$ cat src/sv/playfair_digraph_cipher_core_defines.svh
// Assertion macros shared by the Playfair cipher RTL.
`ifndef PLAYFAIR_DIGRAPH_CIPHER_CORE_DEFINES_SVH
`define PLAYFAIR_DIGRAPH_CIPHER_CORE_DEFINES_SVH

// A condition that must hold at every clock edge outside reset.
`define PFC_ASSERT_ALWAYS(label, expr, msg) \
    label: assert property (@(posedge clk) disable iff (!rst_n) (expr)) \
        else $error(msg);

// A condition that must hold in the same cycle as its trigger.
`define PFC_ASSERT_IMPLY(label, ante, cons, msg) \
    label: assert property (@(posedge clk) disable iff (!rst_n) (ante) |-> (cons)) \
        else $error(msg);

// A condition that must hold in the cycle after its trigger.
`define PFC_ASSERT_NEXT(label, ante, cons, msg) \
    label: assert property (@(posedge clk) disable iff (!rst_n) (ante) |=> (cons)) \
        else $error(msg);

`endif

$ cat src/sv/pfc_pkg.sv
// Types, constants and square arithmetic for the Playfair cipher core.
`timescale 1ns / 1ps
`default_nettype none
package pfc_pkg;

    localparam int SQUARE_SIDE = 5;
    localparam int CELLS       = SQUARE_SIDE * SQUARE_SIDE;
    localparam int LETTERS     = 26;

    typedef logic [4:0] letter_t;
    typedef logic [4:0] cell_t;
    typedef logic [2:0] coord_t;

    localparam letter_t LETTER_I = 5'd8;
    localparam letter_t LETTER_J = 5'd9;
    localparam letter_t LETTER_X = 5'd23;

    typedef enum logic [1:0] {
        CMD_KEY    = 2'd0,
        CMD_FINISH = 2'd1,
        CMD_MSG    = 2'd2,
        CMD_END    = 2'd3
    } cmd_t;

    typedef enum logic [1:0] {
        OP_KEY    = 2'd0,
        OP_FINISH = 2'd1,
        OP_PAIR   = 2'd2
    } op_kind_t;

    typedef struct packed {
        op_kind_t kind;
        letter_t  a;
        letter_t  b;
    } op_t;

    typedef struct packed {
        letter_t letter;
        logic    last;
    } res_t;

    typedef enum logic [2:0] {
        BS_IDLE,
        BS_FILL,
        BS_LOOKUP,
        BS_OUT_FIRST,
        BS_OUT_SECOND
    } back_state_t;

    function automatic letter_t fold_letter(letter_t l);
        return (l == LETTER_J) ? LETTER_I : l;
    endfunction

    function automatic coord_t cell_row(cell_t c);
        coord_t r;
        r = '0;
        for (int i = 1; i < SQUARE_SIDE; i++) begin
            if (c >= cell_t'(i * SQUARE_SIDE)) begin
                r = coord_t'(i);
            end
        end
        return r;
    endfunction

    function automatic cell_t cell_at(coord_t r, coord_t c);
        return cell_t'(r) * cell_t'(SQUARE_SIDE) + cell_t'(c);
    endfunction

    function automatic coord_t cell_col(cell_t c);
        return coord_t'(c - cell_at(cell_row(c), '0));
    endfunction

    // Move one place along a row or column, wrapping at the square edge.
    function automatic coord_t step_coord(coord_t c, logic fwd);
        coord_t n;
        if (fwd) begin
            n = (c == coord_t'(SQUARE_SIDE - 1)) ? '0 : c + 3'd1;
        end
        else begin
            n = (c == '0) ? coord_t'(SQUARE_SIDE - 1) : c - 3'd1;
        end
        return n;
    endfunction

endpackage
`default_nettype wire

$ cat src/sv/pfc_fifo.sv
// Small synchronous FIFO used for the operation queue and the result queue.
`timescale 1ns / 1ps
`default_nettype none
`include "playfair_digraph_cipher_core_defines.svh"
module pfc_fifo #(
    parameter int WIDTH = 8,
    parameter int DEPTH = 4
) (
    input  logic             clk,
    input  logic             rst_n,
    input  logic             push,
    input  logic [WIDTH-1:0] wdata,
    output logic             full,
    input  logic             pop,
    output logic [WIDTH-1:0] rdata,
    output logic             empty
);
    localparam int AW = $clog2(DEPTH);

    logic [WIDTH-1:0] mem [DEPTH];
    logic [AW-1:0]    wr_ptr_reg, wr_ptr_next;
    logic [AW-1:0]    rd_ptr_reg, rd_ptr_next;
    logic [AW:0]      count_reg, count_next;
    logic             do_push, do_pop;

    assign full    = (count_reg == (AW + 1)'(DEPTH));
    assign empty   = (count_reg == '0);
    assign do_push = push && !full;
    assign do_pop  = pop && !empty;
    assign rdata   = mem[rd_ptr_reg];

    always_comb
    begin
        wr_ptr_next = do_push ? wr_ptr_reg + 1'b1 : wr_ptr_reg;
        rd_ptr_next = do_pop ? rd_ptr_reg + 1'b1 : rd_ptr_reg;
        count_next  = count_reg;
        if (do_push && !do_pop) begin
            count_next = count_reg + 1'b1;
        end
        else if (do_pop && !do_push) begin
            count_next = count_reg - 1'b1;
        end
    end

    always_ff @(posedge clk or negedge rst_n)
    begin
        if (!rst_n) begin
            wr_ptr_reg <= '0;
            rd_ptr_reg <= '0;
            count_reg  <= '0;
        end
        else begin
            wr_ptr_reg <= wr_ptr_next;
            rd_ptr_reg <= rd_ptr_next;
            count_reg  <= count_next;
        end
    end

    always_ff @(posedge clk)
    begin
        if (do_push) begin
            mem[wr_ptr_reg] <= wdata;
        end
    end

    `PFC_ASSERT_ALWAYS(a_fifo_count_bound, count_reg <= (AW + 1)'(DEPTH), "FIFO count exceeds depth")
    `PFC_ASSERT_ALWAYS(a_fifo_full_empty, !(full && empty), "FIFO full and empty at once")
    `PFC_ASSERT_NEXT(a_fifo_grow, do_push && !do_pop, count_reg == $past(count_reg) + 1'b1, "FIFO count did not grow on a lone push")

endmodule
`default_nettype wire

$ cat src/sv/pfc_front.sv
// Front end: accepts command beats, folds letters and pairs message letters.
`timescale 1ns / 1ps
`default_nettype none
module pfc_front (
    input  logic           clk,
    input  logic           rst_n,
    input  logic           push,
    input  logic [1:0]     cmd,
    input  logic [4:0]     letter,
    output logic           full,
    output logic           op_push,
    output pfc_pkg::op_t   op_data,
    input  logic           op_full
);
    import pfc_pkg::*;

    logic    pending_valid_reg, pending_valid_next;
    letter_t pending_letter_reg, pending_letter_next;
    logic    accept;
    logic    letter_ok;
    letter_t folded;

    assign full      = op_full;
    assign accept    = push && !op_full;
    assign letter_ok = (letter < 5'(LETTERS));
    assign folded    = fold_letter(letter);

    always_comb
    begin
        pending_valid_next  = pending_valid_reg;
        pending_letter_next = pending_letter_reg;
        op_push             = 1'b0;
        op_data.kind        = OP_KEY;
        op_data.a           = folded;
        op_data.b           = LETTER_X;
        if (accept) begin
            unique case (cmd_t'(cmd))
                CMD_KEY:
                begin
                    op_push = letter_ok;
                end
                CMD_FINISH:
                begin
                    op_push      = 1'b1;
                    op_data.kind = OP_FINISH;
                end
                CMD_MSG:
                begin
                    if (letter_ok) begin
                        if (!pending_valid_reg) begin
                            pending_valid_next  = 1'b1;
                            pending_letter_next = folded;
                        end
                        else begin
                            // A doubled letter becomes x in second place.
                            op_push            = 1'b1;
                            op_data.kind       = OP_PAIR;
                            op_data.a          = pending_letter_reg;
                            op_data.b          = (folded == pending_letter_reg) ?
                                                 LETTER_X : folded;
                            pending_valid_next = 1'b0;
                        end
                    end
                end
                CMD_END:
                begin
                    if (pending_valid_reg) begin
                        op_push            = 1'b1;
                        op_data.kind       = OP_PAIR;
                        op_data.a          = pending_letter_reg;
                        op_data.b          = LETTER_X;
                        pending_valid_next = 1'b0;
                    end
                end
            endcase
        end
    end

    always_ff @(posedge clk or negedge rst_n)
    begin
        if (!rst_n) begin
            pending_valid_reg  <= 1'b0;
            pending_letter_reg <= '0;
        end
        else begin
            pending_valid_reg  <= pending_valid_next;
            pending_letter_reg <= pending_letter_next;
        end
    end

endmodule
`default_nettype wire

$ cat src/sv/pfc_back.sv
// Back end: builds the key square and enciphers letter pairs.
`timescale 1ns / 1ps
`default_nettype none
`include "playfair_digraph_cipher_core_defines.svh"
module pfc_back (
    input  logic           clk,
    input  logic           rst_n,
    input  logic           encrypt_mode,
    input  logic           op_empty,
    input  pfc_pkg::op_t   op_data,
    output logic           op_pop,
    input  logic           res_full,
    output logic           res_push,
    output pfc_pkg::res_t  res_data
);
    import pfc_pkg::*;

    back_state_t state_reg, state_next;
    cell_t       fill_count_reg, fill_count_next;
    letter_t     walk_reg, walk_next;
    logic [LETTERS-1:0] used_reg, used_next;

    letter_t square_mem [CELLS];
    cell_t   pos_mem [LETTERS];
    cell_t   pos_a_reg, pos_b_reg;
    letter_t sq_a_reg, sq_b_reg;

    logic    place_try, place_ok, pos_rd_en, sq_rd_en;
    letter_t place_letter;
    coord_t  ra, ca, rb, cb;
    logic    same_row, same_col;
    cell_t   na, nb;

    // Next state.
    always_comb
    begin
        state_next = state_reg;
        unique case (state_reg)
            BS_IDLE:
            begin
                if (!op_empty) begin
                    unique case (op_data.kind)
                        OP_FINISH: state_next = BS_FILL;
                        OP_PAIR:   state_next = BS_LOOKUP;
                        default:   state_next = BS_IDLE;
                    endcase
                end
            end
            BS_FILL:
            begin
                if (walk_reg == 5'(LETTERS - 1)) begin
                    state_next = BS_IDLE;
                end
            end
            BS_LOOKUP:    state_next = BS_OUT_FIRST;
            BS_OUT_FIRST:
            begin
                if (!res_full) begin
                    state_next = BS_OUT_SECOND;
                end
            end
            BS_OUT_SECOND:
            begin
                if (!res_full) begin
                    state_next = BS_IDLE;
                end
            end
            default:      state_next = BS_IDLE;
        endcase
    end

    // Outputs and datapath controls.
    always_comb
    begin
        op_pop          = 1'b0;
        res_push        = 1'b0;
        res_data.letter = sq_a_reg;
        res_data.last   = 1'b0;
        place_try       = 1'b0;
        place_letter    = op_data.a;
        pos_rd_en       = 1'b0;
        sq_rd_en        = 1'b0;
        walk_next       = '0;
        unique case (state_reg)
            BS_IDLE:
            begin
                op_pop = !op_empty;
                if (!op_empty) begin
                    place_try = (op_data.kind == OP_KEY);
                    pos_rd_en = (op_data.kind == OP_PAIR);
                end
            end
            BS_FILL:
            begin
                place_letter = walk_reg;
                place_try    = (walk_reg != LETTER_J);
                walk_next    = walk_reg + 5'd1;
            end
            BS_LOOKUP:
            begin
                sq_rd_en = 1'b1;
            end
            BS_OUT_FIRST:
            begin
                res_push = !res_full;
            end
            BS_OUT_SECOND:
            begin
                res_push        = !res_full;
                res_data.letter = sq_b_reg;
                res_data.last   = 1'b1;
            end
            default:
            begin
                op_pop = 1'b0;
            end
        endcase
    end

    // A letter goes into the next free cell once, while the square has room.
    always_comb
    begin
        place_ok        = place_try && !used_reg[place_letter] &&
                          (fill_count_reg < 5'(CELLS));
        used_next       = used_reg;
        fill_count_next = fill_count_reg;
        if (place_ok) begin
            used_next[place_letter] = 1'b1;
            fill_count_next         = fill_count_reg + 5'd1;
        end
    end

    // Pair rule: row shift, column shift or rectangle swap.
    always_comb
    begin
        ra       = cell_row(pos_a_reg);
        ca       = cell_col(pos_a_reg);
        rb       = cell_row(pos_b_reg);
        cb       = cell_col(pos_b_reg);
        same_row = (ra == rb);
        same_col = (ca == cb);
        if (same_row) begin
            na = cell_at(ra, step_coord(ca, encrypt_mode));
            nb = cell_at(rb, step_coord(cb, encrypt_mode));
        end
        else if (same_col) begin
            na = cell_at(step_coord(ra, encrypt_mode), ca);
            nb = cell_at(step_coord(rb, encrypt_mode), cb);
        end
        else begin
            na = cell_at(ra, cb);
            nb = cell_at(rb, ca);
        end
    end

    always_ff @(posedge clk or negedge rst_n)
    begin
        if (!rst_n) begin
            state_reg      <= BS_IDLE;
            fill_count_reg <= '0;
            walk_reg       <= '0;
            used_reg       <= '0;
        end
        else begin
            state_reg      <= state_next;
            fill_count_reg <= fill_count_next;
            walk_reg       <= walk_next;
            used_reg       <= used_next;
        end
    end

    always_ff @(posedge clk)
    begin
        if (place_ok) begin
            square_mem[fill_count_reg] <= place_letter;
            pos_mem[place_letter]      <= fill_count_reg;
        end
        if (pos_rd_en) begin
            pos_a_reg <= pos_mem[op_data.a];
            pos_b_reg <= pos_mem[op_data.b];
        end
        if (sq_rd_en) begin
            sq_a_reg <= square_mem[na];
            sq_b_reg <= square_mem[nb];
        end
    end

    `PFC_ASSERT_ALWAYS(a_fill_bound, fill_count_reg <= 5'(CELLS), "Square fill count exceeds cell count")
    `PFC_ASSERT_ALWAYS(a_used_matches_fill, $countones(used_reg) == int'(fill_count_reg), "Used letters disagree with fill count")
    `PFC_ASSERT_NEXT(a_fill_step, 1'b1, (fill_count_reg == $past(fill_count_reg)) || (fill_count_reg == $past(fill_count_reg) + 5'd1), "Fill count moved by more than one")
    `PFC_ASSERT_IMPLY(a_walk_range, state_reg == BS_FILL, walk_reg < 5'(LETTERS), "Alphabet walk past last letter")

endmodule
`default_nettype wire

$ cat src/sv/playfair_digraph_cipher_core.sv
// Top level of the Playfair digraph cipher core.
// Usage: the block looks like a queue on both sides. A command beat (cmd, letter)
// is taken on a clock edge with push high and full low. cmd 0 adds a key letter,
// cmd 1 completes the 5x5 square with the unused alphabet, cmd 2 feeds a message
// letter and cmd 3 ends the message, padding a lone letter with x. Letters above
// 25 are dropped, and j is treated as i.
// Results leave as beats (out_letter, last_of_pair): the oldest one is shown while
// empty is low and is taken on an edge with pop high. Each letter pair gives two
// beats, the second marked by last_of_pair.
// Flow: the front stage classifies a beat in its accept cycle and queues an
// operation. The back end places a key letter as it pops it, finishes the key by
// walking the alphabet one letter per cycle, and runs a pair as a position read,
// a square read and its two result beats, each held while the result queue is full.
// It takes one operation at a time, while the front end fills the operation queue.
// Reset clears the square bookkeeping, the pending letter and both queues, and sets
// encrypt_mode to 1. The mode must be written via cfg_we/cfg_wdata only while idle;
// the block does not enforce it. A stalled receiver fills the result queue; the
// back end then waits, the operation queue fills, and full rises until pop frees
// space.
`timescale 1ns / 1ps
`default_nettype none
module playfair_digraph_cipher_core #(
    parameter int OP_DEPTH  = 4,
    parameter int RES_DEPTH = 2
) (
    input  logic       clk,
    input  logic       rst_n,
    input  logic       push,
    output logic       full,
    input  logic [1:0] cmd,
    input  logic [4:0] letter,
    output logic       empty,
    input  logic       pop,
    output logic [4:0] out_letter,
    output logic       last_of_pair,
    input  logic       cfg_we,
    input  logic       cfg_wdata
);
    import pfc_pkg::*;

    logic encrypt_mode_reg;
    logic op_push, op_full, op_empty, op_pop;
    op_t  op_in, op_out;
    logic res_push, res_full;
    res_t res_in, res_out;

    // The single configuration register: 1 encrypts, 0 decrypts.
    always_ff @(posedge clk or negedge rst_n)
    begin
        if (!rst_n) begin
            encrypt_mode_reg <= 1'b1;
        end
        else if (cfg_we) begin
            encrypt_mode_reg <= cfg_wdata;
        end
    end

    // The front end owns the message pairing, so it never waits on the square.
    pfc_front u_front (
        .clk     (clk),
        .rst_n   (rst_n),
        .push    (push),
        .cmd     (cmd),
        .letter  (letter),
        .full    (full),
        .op_push (op_push),
        .op_data (op_in),
        .op_full (op_full)
    );

    // Operation queue decouples the front end from the back end.
    pfc_fifo #(
        .WIDTH ($bits(op_t)),
        .DEPTH (OP_DEPTH)
    ) u_op_fifo (
        .clk   (clk),
        .rst_n (rst_n),
        .push  (op_push),
        .wdata (op_in),
        .full  (op_full),
        .pop   (op_pop),
        .rdata (op_out),
        .empty (op_empty)
    );

    pfc_back u_back (
        .clk          (clk),
        .rst_n        (rst_n),
        .encrypt_mode (encrypt_mode_reg),
        .op_empty     (op_empty),
        .op_data      (op_out),
        .op_pop       (op_pop),
        .res_full     (res_full),
        .res_push     (res_push),
        .res_data     (res_in)
    );

    // Result queue keeps the back end running while the receiver stalls briefly.
    pfc_fifo #(
        .WIDTH ($bits(res_t)),
        .DEPTH (RES_DEPTH)
    ) u_res_fifo (
        .clk   (clk),
        .rst_n (rst_n),
        .push  (res_push),
        .wdata (res_in),
        .full  (res_full),
        .pop   (pop),
        .rdata (res_out),
        .empty (empty)
    );

    assign out_letter   = res_out.letter;
    assign last_of_pair = res_out.last;

endmodule
`default_nettype wire

$ cat config.mk
export PLATFORM = sky130hd
export DESIGN_NAME = playfair_digraph_cipher_core
export DESIGN_NICKNAME = d
export VERILOG_FILES = /design/src/sv/pfc_pkg.sv /design/src/sv/pfc_fifo.sv /design/src/sv/pfc_front.sv /design/src/sv/pfc_back.sv /design/src/sv/playfair_digraph_cipher_core.sv
export VERILOG_INCLUDE_DIRS = /design/src /design/src/sv
export SDC_FILE = /design/constraint.sdc
export NUM_CORES = 1
export LEC_CHECK = 0
export ABC_AREA = 1
export BUFFER_PORTS_ARGS = -buffer_cell sky130_fd_sc_hd__buf_4
export CAP_MARGIN = 20
export CORE_ASPECT_RATIO = 1.4
export CORE_MARGIN = 2
export CORE_UTILIZATION = 55
export DETAILED_ROUTE_END_ITERATION = 7
export PLACE_DENSITY = 0.73
export SKIP_LAST_GASP = 1
export SYNTH_ARGS = -nofsm -noshare
export SYNTH_HDL_FRONTEND = slang
export SYNTH_SLANG_ARGS = --single-unit
$ cat constraint.sdc
create_clock -name clk -period 4.1 [get_ports clk]
set_input_delay 0.82 -clock clk [delete_from_list [all_inputs] [get_ports clk]]
set_output_delay 0.82 -clock clk [all_outputs]
set_load 0.01 [all_outputs]
---- Yosys cells after proc, flatten, opt, wreduce, memory -nomap -nowiden ----
Memories as Yosys holds them, arrays and structs flattened. A register that Yosys moved wholly into a read port is not among the register bits.
Cells that the tools add are included.
storage, ports and cells
  flip-flop bits (word level) ............. 57
  memory bits (writable) .................. 315
  bits of input ports ..................... 13
  output and inout port bits .............. 8
  logic and storage cells ................. 199
  memories kept ........................... 4
operators by class
  $add $sub $neg .......................... 26
  $mul .................................... 4
  order comparisons ....................... 12
  equality and inequality tests ........... 26
  mux-type cells .......................... 75
  bitwise operators ....................... 2
  reduce and logical (&&, ||, !) cells .... 37
memories
  name               depth  bits a word  rd ports  clocked after Yosys merged registers in  write ports  RTL line        RTL
  u_back.pos_mem     26     5            2         2                                        1            pfc_back.sv:24  cell_t pos_mem [LETTERS];
  u_back.square_mem  25     5            2         2                                        1            pfc_back.sv:23  letter_t square_mem [CELLS];
  u_op_fifo.mem      4      12           1         0                                        1            pfc_fifo.sv:20  logic [WIDTH-1:0] mem [DEPTH];
  u_res_fifo.mem     2      6            1         0                                        1            pfc_fifo.sv:20
operator list
  operator             count
  $mux 3               26
  $mux 12              4
  $mux 5               8
  $add 5x3->5          6
  $or 26x26->26        1
  $mux 1               21
  $ge 5x4->1 const B   4
  $mul 3x3->5 const B  4
  $pmux 10 s2          1
  $eq 3x3->1 const B   6
  $logic_not 3->1      6
  $add 3x1->3 const B  5
  $pmux 3 s5           1
  $sub 3x1->3 const B  5
  $logic_and 1x1->1    12
  $mux 2               6
  $add 5x1->5 const B  2
  $ge 5x3->1 const B   2
  $ge 5x5->1 const B   2
  $lt 5x5->1 const B   2
  $logic_not 1->1      9
  $eq 2x2->1 const B   4
  $reduce_and 4->1     2
  $add 2x1->2 const B  3
  other kinds (27)     40

---- Logic depth before layout (Yosys ltp) ----
Gate-level depths: netlist (run 1).
  word-level depth ........................ 14
  depth in mapped cells ................... 31
  mapped depth without buffers ............ 30

---- By module ----
From an unflattened synthesis (run 1), not the netlist that was laid out.
unflattened totals
  cells, all modules ...................... 2387
  area, all modules ....................... 21708.3 um2
modules (own cells, without submodules)
  module                        instances  cells each  area an instance (um2)  sequential area each (um2)
  pfc_back                      1          2020        17919.7                 9233.9
  pfc_fifo (u_op_fifo)          1          201         2433.6                  1616.6
  pfc_fifo (u_res_fifo)         1          63          666.9                   460.4
  pfc_front                     1          98          646.9                   150.1
  playfair_digraph_cipher_core  1          5           41.3                    26.3

---- Worst setup path after synthesis (run 1) ----
No wires, ideal clock.
  kind .................................... register to register
  from .................................... register u_back.pos_b_reg[2], read port of u_back.pos_mem
  to ...................................... register u_back.sq_b_reg[1], read port of u_back.square_mem, data pin
  setup time .............................. 0.253 ns
  data arrival time ....................... 4.151 ns
  data required time ...................... 3.847 ns
  setup slack ............................. -0.304 ns
  stages on the path, launching flop included .. 29
  buffers on the path ..................... 1
  clock period less this slack ............ 4.404 ns
  cells stage by stage .................... edfxtp_1 > nand2_1 > inv_1 > nor2_2 > nand2_1 > nand2_2 > nand2_2 > inv_1 > ha_1 > inv_1 > fa_1 > xor2_1 > nand3b_1 > nand2_2 > inv_2 > ha_1 > or2_2 > a21oi_1 > ha_1 > fa_1 > nor2_1 > nor2b_4 > buf_4 > nand3_1 > nand3_1 > nand3_1 > nand2_1 > nand2_1 > nand2_1
on the way
  longest elaborated chain between the ends .. 14
  elaborated cells between the ends (all ways) .. 35
  those cells by class .................... add/sub: 8; mul: 2; order compare: 4; eq/ne: 4; mux: 15; reduce/logical: 2
RTL lines
  element                                                              RTL line         RTL
  start, declared                                                      pfc_back.sv:25   cell_t pos_a_reg, pos_b_reg;
  parallel branches: the longest is 13 deep, another holds $ge 5x3->1  --
  $mux 5 *                                                             pfc_back.sv:142  if (same_row) begin
  end, declared                                                        pfc_back.sv:26   letter_t sq_a_reg, sq_b_reg;
Every way passes the cells marked *. The select of a mux whose other input is x is not followed.
A chain may end at the register's enable or synchronous reset.

---- Final worst setup path (run 1) ----
  from .................................... register u_back.pos_b_reg[3], read port of u_back.pos_mem
  to ...................................... register u_back.sq_b_reg[3], read port of u_back.square_mem, data pin
on the way
  longest elaborated chain between the ends .. 14
  elaborated cells between the ends (all ways) .. 35
  those cells by class .................... add/sub: 8; mul: 2; order compare: 4; eq/ne: 4; mux: 15; reduce/logical: 2
RTL lines
  element                                                              RTL line         RTL
  $ge 5x3->1                                                           pfc_pkg.sv:58    if (c >= cell_t'(i * SQUARE_SIDE)) begin
  $mux 1                                                               pfc_pkg.sv:58
  $mux 2 (2 in a row)                                                  pfc_pkg.sv:58
  $mux 3 *                                                             pfc_pkg.sv:58
  parallel branches: the longest is 8 deep, another holds $mul 3x3->5  --
  $mux 5 *                                                             pfc_back.sv:142
Marks and branches as above.

==> reports/results.ini, run 1 <==
[clock_tree]
cts_tree = done
clock_latency_ns = 0.57
cts_max_path_buffers = 3
numCtsBuffers = 38
clk_pin_slew_ns = 0.06
htree_levels = 2
cts_root_buf = clkbuf_16
cts.sinks = 392
cts_hold_buf = 0

[drt]
ant_nets = 0
drc = 0
vias = 18144
drt_iter0_drc = 1767
vias_per_cell = 5.94
wl_mm = 63.7
routedWlPerCell_um = 20.9
dr.pass1.iters = 7

[synthesis]
yosys.cell_types.count = 58
mappedNetlistArea_um2 = 21500
yosys.area.top_type = edfxtp_1
avgSynthCellArea_um2 = 9.05
synth-seq-area-share_pct = 53.5
yosysTopAreaCellShare_pct = 46.9
synth_area_leaders = edfxtp_1, nand3_1, nand2_1, dfrtp_1, inv_1
ys_ff_latch = 392
yosysWarnings = 0
syn_inst = 2371
syn_nets = 2446

[sta]
relSlewSlack_pct = 25.1
fin_ws_ns = -0.185
finalSetupViolations = 10
maxSlewViolCount = 0
hold_viol = 0
worst_slew_pin_slew_ns = 1.12
period_share_pct = 105
rsz0062_at_grt = yes
fin_worst_skew_ns = 0.0348
max_freq_mhz = 233
min_period_ns = 4.28

[worst_setup_path]
cp_slowest_cell = fa_2
cp-start-kind = flip-flop
regToRegEndpoint = u_back.sq_b_reg[3]
worstSetupPathType = reg -> reg
critPathCaptureType = flip-flop
max_stage_delay_ns = 0.47
r2r_cells = 28
cp.required_ns = 4.54
r2r-start = u_back.pos_b_reg[3]
crit_top_cell = nand2_2
ff2ff_setup_slack_ns = -0.18
crit_arrival_ns = 4.73
cp_max_fo = 7

[cells_and_area]
largest_reg_flops = 130
multi_input_area_um2 = 9040
fillers = 3043
fin_cells = 3053
seq_area_um2 = 11500
fin_util_pct = 66.2
final_cell_mix = nand2_1, edfxtp_1, nand3_1, inv_1, nor2_1
diodes = 0
largest_register = u_back.pos_mem
layout_commonest_cell = nand2_1
top_regs = u_back.pos_mem (130), u_back.square_mem (125), u_op_fifo.mem (48)
drive_above_1_share_pct = 19.2
nets = 2577
area_growth_pct = 18.8

[floorplanning]
design.core.area_um2 = 38500
die_area_um2 = 40600
die_y_um = 238
io_pins = 21
fp-row-count = 85
floorplan.initialDensity_pct = 55.7
die_x_um = 171

[grt]
antenna_found_initial = 0
grt_max_degree = 72
grt_overflow_total = 0
grt.total_usage_pct = 30.5
grt_pass1_vias = 17518
grt_pass1_wl_mm = 95.1

[place]
port_buffers = 20
dp.cells = 2938
place_hpwl_mm = 41.8
place_congestion = 1.00

[status]
violations = setup timing
outcome = finished with violations

[flow_run]
maxCapViolCount = 0

[hold_path]
hold_path.class = in -> async

## metal layers
layer | up-vias | part of all wire (%) | track usage [%]
li1 | 8324 | - | -
met1 | 8570 | 36 | 35.5
met2 | 971 | 50 | 53.8
met3 | 279 | 7.1 | 3.75
met4 | 0 | 6.8 | 17.7
met5 | - | 0 | 0
## logic make-up after synthesis
logic type      after synthesis  share of synthesized area, %
simple gates               1124                          23.3
compound gates              340                          9.61
fa+ha+maj                    62                          3.93
flops                       392                          53.5
mux                           1                        0.0525
xor+xnor                     32                          1.34
buf+inv                     420                          8.28
## final cells by class
| type | count | area share, % |
|---|---|---|
| Clock inverter | 21 | 1.15 |
| Clock buffer | 48 | 3.92 |
| Inverter | 313 | 4.67 |
| Sequential cell | 392 | 45.1 |
| Tap cell | 522 | 2.56 |
| Timing Repair Buffer | 195 | 7.18 |
| Multi-Input combinational cell | 1562 | 35.5 |
## metrics by stage
stage                     TNS (ns)  area, µm²  setup WS, ns  hold slack (ns)
after floorplan             -0.239      21500       -0.0483            0.422
after global placement       -2.42      22900        -0.311            0.436
after detailed placement     -3.34      22900        -0.406            0.441
after CTS                   -0.993      24500        -0.131            0.379
after global routing         -3.60      25500        -0.412            0.406
final                        -1.57      25500        -0.185            0.329
## synth_stat cells (all sizes together)
| cell type | instances |
|---|---|
| nand4 | 6 |
| a21o | 4 |
| inv | 303 |
| nor4 | 2 |
| and2 | 1 |
| fa | 9 |
| a31oi | 18 |
| nor2b | 2 |
| nand3b | 1 |
| nor3 | 10 |
| clkbuf | 40 |
| o221ai | 20 |
| nor2 | 213 |
| a221oi | 2 |
| nand2 | 470 |
| buf | 67 |
| nand3 | 404 |
| xor2 | 19 |
| ha | 53 |
| o22ai | 13 |
| a32o | 2 |
| o311ai | 20 |
| edfxtp | 335 |
| or2 | 15 |
| o211ai | 10 |
| a211oi | 1 |
| a32oi | 3 |
| dfrtp | 56 |
| a22oi | 3 |
| o21bai | 5 |
| xnor2 | 13 |
| o21ai | 145 |
| clkinv | 10 |
| mux2 | 1 |
| dfstp | 1 |
| a21oi | 94 |
## repair_timing
action | CTS | global route
pin swaps | 15 | 51
setup endpoints to repair | 10 | 10
gates cloned | 4 | 6
buffers inserted | 19 | 17
gates resized for setup | 30 | 150
## worst max-delay path: cells and delay by family (launching register included)
family / cells / cell delay, ns
compound gates: 2 / 0.29
xor+xnor: 1 / 0.18
fa+ha+maj: 5 / 1.32
buf+inv: 5 / 0.46
flops: 1 / 0.42
simple gates: 15 / 1.48
## worst max-delay path by stage
stage,start,to,slack (ns),depth (start not counted)
2_1_floorplan,u_back.pos_b_reg[3],u_back.sq_b_reg[2],-0.05,28
3_3_place_gp,u_back.pos_b_reg[2],u_back.sq_b_reg[3],-0.31,26
3_5_place_dp,u_back.pos_b_reg[2],u_back.sq_b_reg[1],-0.41,26
4_1_cts,u_back.pos_b_reg[3],u_back.sq_b_reg[3],-0.13,27
5_1_grt,u_back.pos_a_reg[3],u_back.sq_a_reg[1],-0.41,30
6_report,u_back.pos_b_reg[3],u_back.sq_b_reg[3],-0.18,28
Power of run 1 is not shown: default switching activity piles up to over one toggle a cycle in this logic, so the estimate is an artifact.
==> run 2, diff against run 1 <==
--- a/config.mk
+++ b/config.mk
@@ -12,9 +12,11 @@
 export CORE_ASPECT_RATIO = 1.4
 export CORE_MARGIN = 2
 export CORE_UTILIZATION = 55
+export CTS_BUF_LIST = sky130_fd_sc_hd__clkbuf_4 sky130_fd_sc_hd__clkbuf_8 sky130_fd_sc_hd__clkbuf_16
 export DETAILED_ROUTE_END_ITERATION = 7
 export PLACE_DENSITY = 0.73
 export SKIP_LAST_GASP = 1
 export SYNTH_ARGS = -nofsm -noshare
 export SYNTH_HDL_FRONTEND = slang
+export SYNTH_HIERARCHICAL = 1
 export SYNTH_SLANG_ARGS = --single-unit
==> reports/results.ini, run 2 <==
[status]
outcome = finished with violations
violations = setup timing

[sta]
tns_ns = -1.61
maxSlewViolCount = 0
worst_slew_pin_slew_ns = 0.863
fin_ws_ns = -0.209
max_freq_mhz = 232
min_period_ns = 4.31
finalSetupViolations = 10
period_share_pct = 105
fin_worst_skew_ns = 0.0157
rsz0062_at_grt = yes
relSlewSlack_pct = 42.5
hold_viol = 0

[clock_tree]
clock_latency_ns = 0.56
htree_levels = 2
clk_pin_slew_ns = 0.06
cts_hold_buf = 0
cts_tree = done
cts.sinks = 392
cts_max_path_buffers = 3
cts_root_buf = clkbuf_16
numCtsBuffers = 39

[worst_setup_path]
worstSetupPathType = reg -> reg
critPathTopFamily = adder cells
critPathCaptureType = flip-flop
cp_slowest_cell = fa_2
cp_max_fo = 5
crit_top_cell = nand2_2
cp.depth = 26
path_buf_inv = 8
cp.required_ns = 4.41
crit_arrival_ns = 4.62
cp-start-kind = flip-flop
r2r_cells = 26
max_stage_delay_ns = 0.56

[drt]
routedWlPerCell_um = 20.9
wl_mm = 64.5
vias = 18438
ant_nets = 0
drc = 0
vias_per_cell = 5.98
drt_iter0_drc = 1973
dr.pass1.iters = 6

[synthesis]
synth_area_leaders = edfxtp_1, nand3_1, nand2_1, dfrtp_1, inv_1
synthMuxAreaShare_pct = 0
yosysTopAreaCellShare_pct = 46.3
synth-simple-area-share_pct = 22.2
yosysWarnings = 6
avgSynthCellArea_um2 = 9.09
ys_ff_latch = 392
synth-async-reset-ratio_pct = 14.5
synth_compound_area_share_pct = 11.6
synthAdderAreaFrac_pct = 3.88
syn_nets = 2462
ys.flop_type = edfxtp_1
syn_inst = 2387
yosys.area.top_type = edfxtp_1
synth_top_family_by_area = simple AND/OR/NAND/NOR gates
yosys.area_share.xor_xnor_pct = 1.08
synth-seq-area-share_pct = 52.9
yosys.cell_types.count = 56
mappedNetlistArea_um2 = 21700
yosys-top-cells-count = nand2_1, nand3_1, edfxtp_1
synth_edf_count = 335
synth.most_common_cell = nand2_1

[grt]
grt_pass1_wl_mm = 99.2
grt_max_degree = 87
antenna_found_initial = 0
grt_overflow_total = 0
grt_pass1_vias = 18113
grt.total_usage_pct = 31.6

[cells_and_area]
diodes = 0
seq_area_um2 = 11500
final_cell_mix = nand2_1, edfxtp_1, inv_1, nand3_1, nor2_1
multi_input_area_um2 = 9350
drive_above_1_share_pct = 21.4
layout_commonest_cell = nand2_1
area_growth_pct = 19.7
nets = 2600
fillers = 3092
largest_reg_flops = 130
largest_register = u_back/pos_mem
top_regs = u_back/pos_mem (130), u_back/square_mem (125), u_op_fifo/mem (48)
fin_cells = 3084

[floorplanning]
design.core.area_um2 = 39200
floorplan.initialDensity_pct = 55.4
die_y_um = 239
die_area_um2 = 41100
die_x_um = 172
fp-row-count = 86
io_pins = 21

[place]
dp.cells = 2959
port_buffers = 20
place_hpwl_mm = 42.5
place_congestion = 0.977

[hold_path]
hold_path.class = in -> async

[flow_run]
maxCapViolCount = 0

-- run 2: routing by layer --
layer,vias up,track usage [%],routed length (µm)
met3,290,4.30,4750
met5,-,0,0
met4,0,19.4,4590
li1,8418,-,-
met1,8752,36.8,23000
met2,978,54.9,32200
-- run 2: kinds of logic (layout without fill, tap and decap cells) --
group | Yosys count | in the layout
adders and majority gates | 62 | 62
and+or+nand+nor | 1090 | 1094
AOI/OAI and AO/OA | 397 | 397
xor gates and xnor gates | 26 | 26
buffers and inverters | 420 | 585
DFF | 392 | 392
-- run 2: area by class of cell --
type | count | area share, %
sequential | 392 | 44.2
clock inverter | 22 | 0.910
clock buffer | 50 | 4.14
timing repair buffer | 211 | 7.83
timing repair inverter | 1 | 0.0241
tap | 528 | 2.54
multi-input combinational | 1579 | 36.0
inverter | 301 | 4.39
-- run 2: per-stage QoR --
| stage | hold slack (ns) | setup WS, ns | cell area [µm²] | utilization, % |
|---|---|---|---|---|
| after floorplan | 0.427 | 0.00615 | 21700 | - |
| after global placement | 0.441 | -0.297 | 23100 | 59.0 |
| after detailed placement | 0.450 | -0.447 | 23100 | 59.0 |
| after CTS | 0.374 | -0.119 | 25500 | 65.1 |
| after global routing | 0.414 | -0.419 | 26000 | 66.4 |
| final | 0.356 | -0.209 | 26000 | 66.4 |
-- run 2: repair_timing --
item	in CTS	in global routing
buffers inserted	35	8
pin swaps	61	50
endpoints found under the hold margin	0	0
cloned	10	1
gates resized for setup	133	87
setup endpoints to repair	10	91
-- run 2: worst paths after layout --
path | from | slack [ns] | to
min in group clk | cfg_we | 0.46 | encrypt_mode_reg
max | u_back/pos_a_reg[1] | -0.21 | u_back/sq_a_reg[0]
min | rst_n | 0.36 | u_front/pending_valid_reg
min reg2reg | u_back/used_reg[18] | 0.46 | u_back/used_reg[18]
max in group asynchronous | rst_n | 3.21 | u_back/fill_count_reg[3]
max reg2reg | u_back/pos_a_reg[1] | -0.21 | u_back/sq_a_reg[0]
Power of run 2 is left out for the same reason.
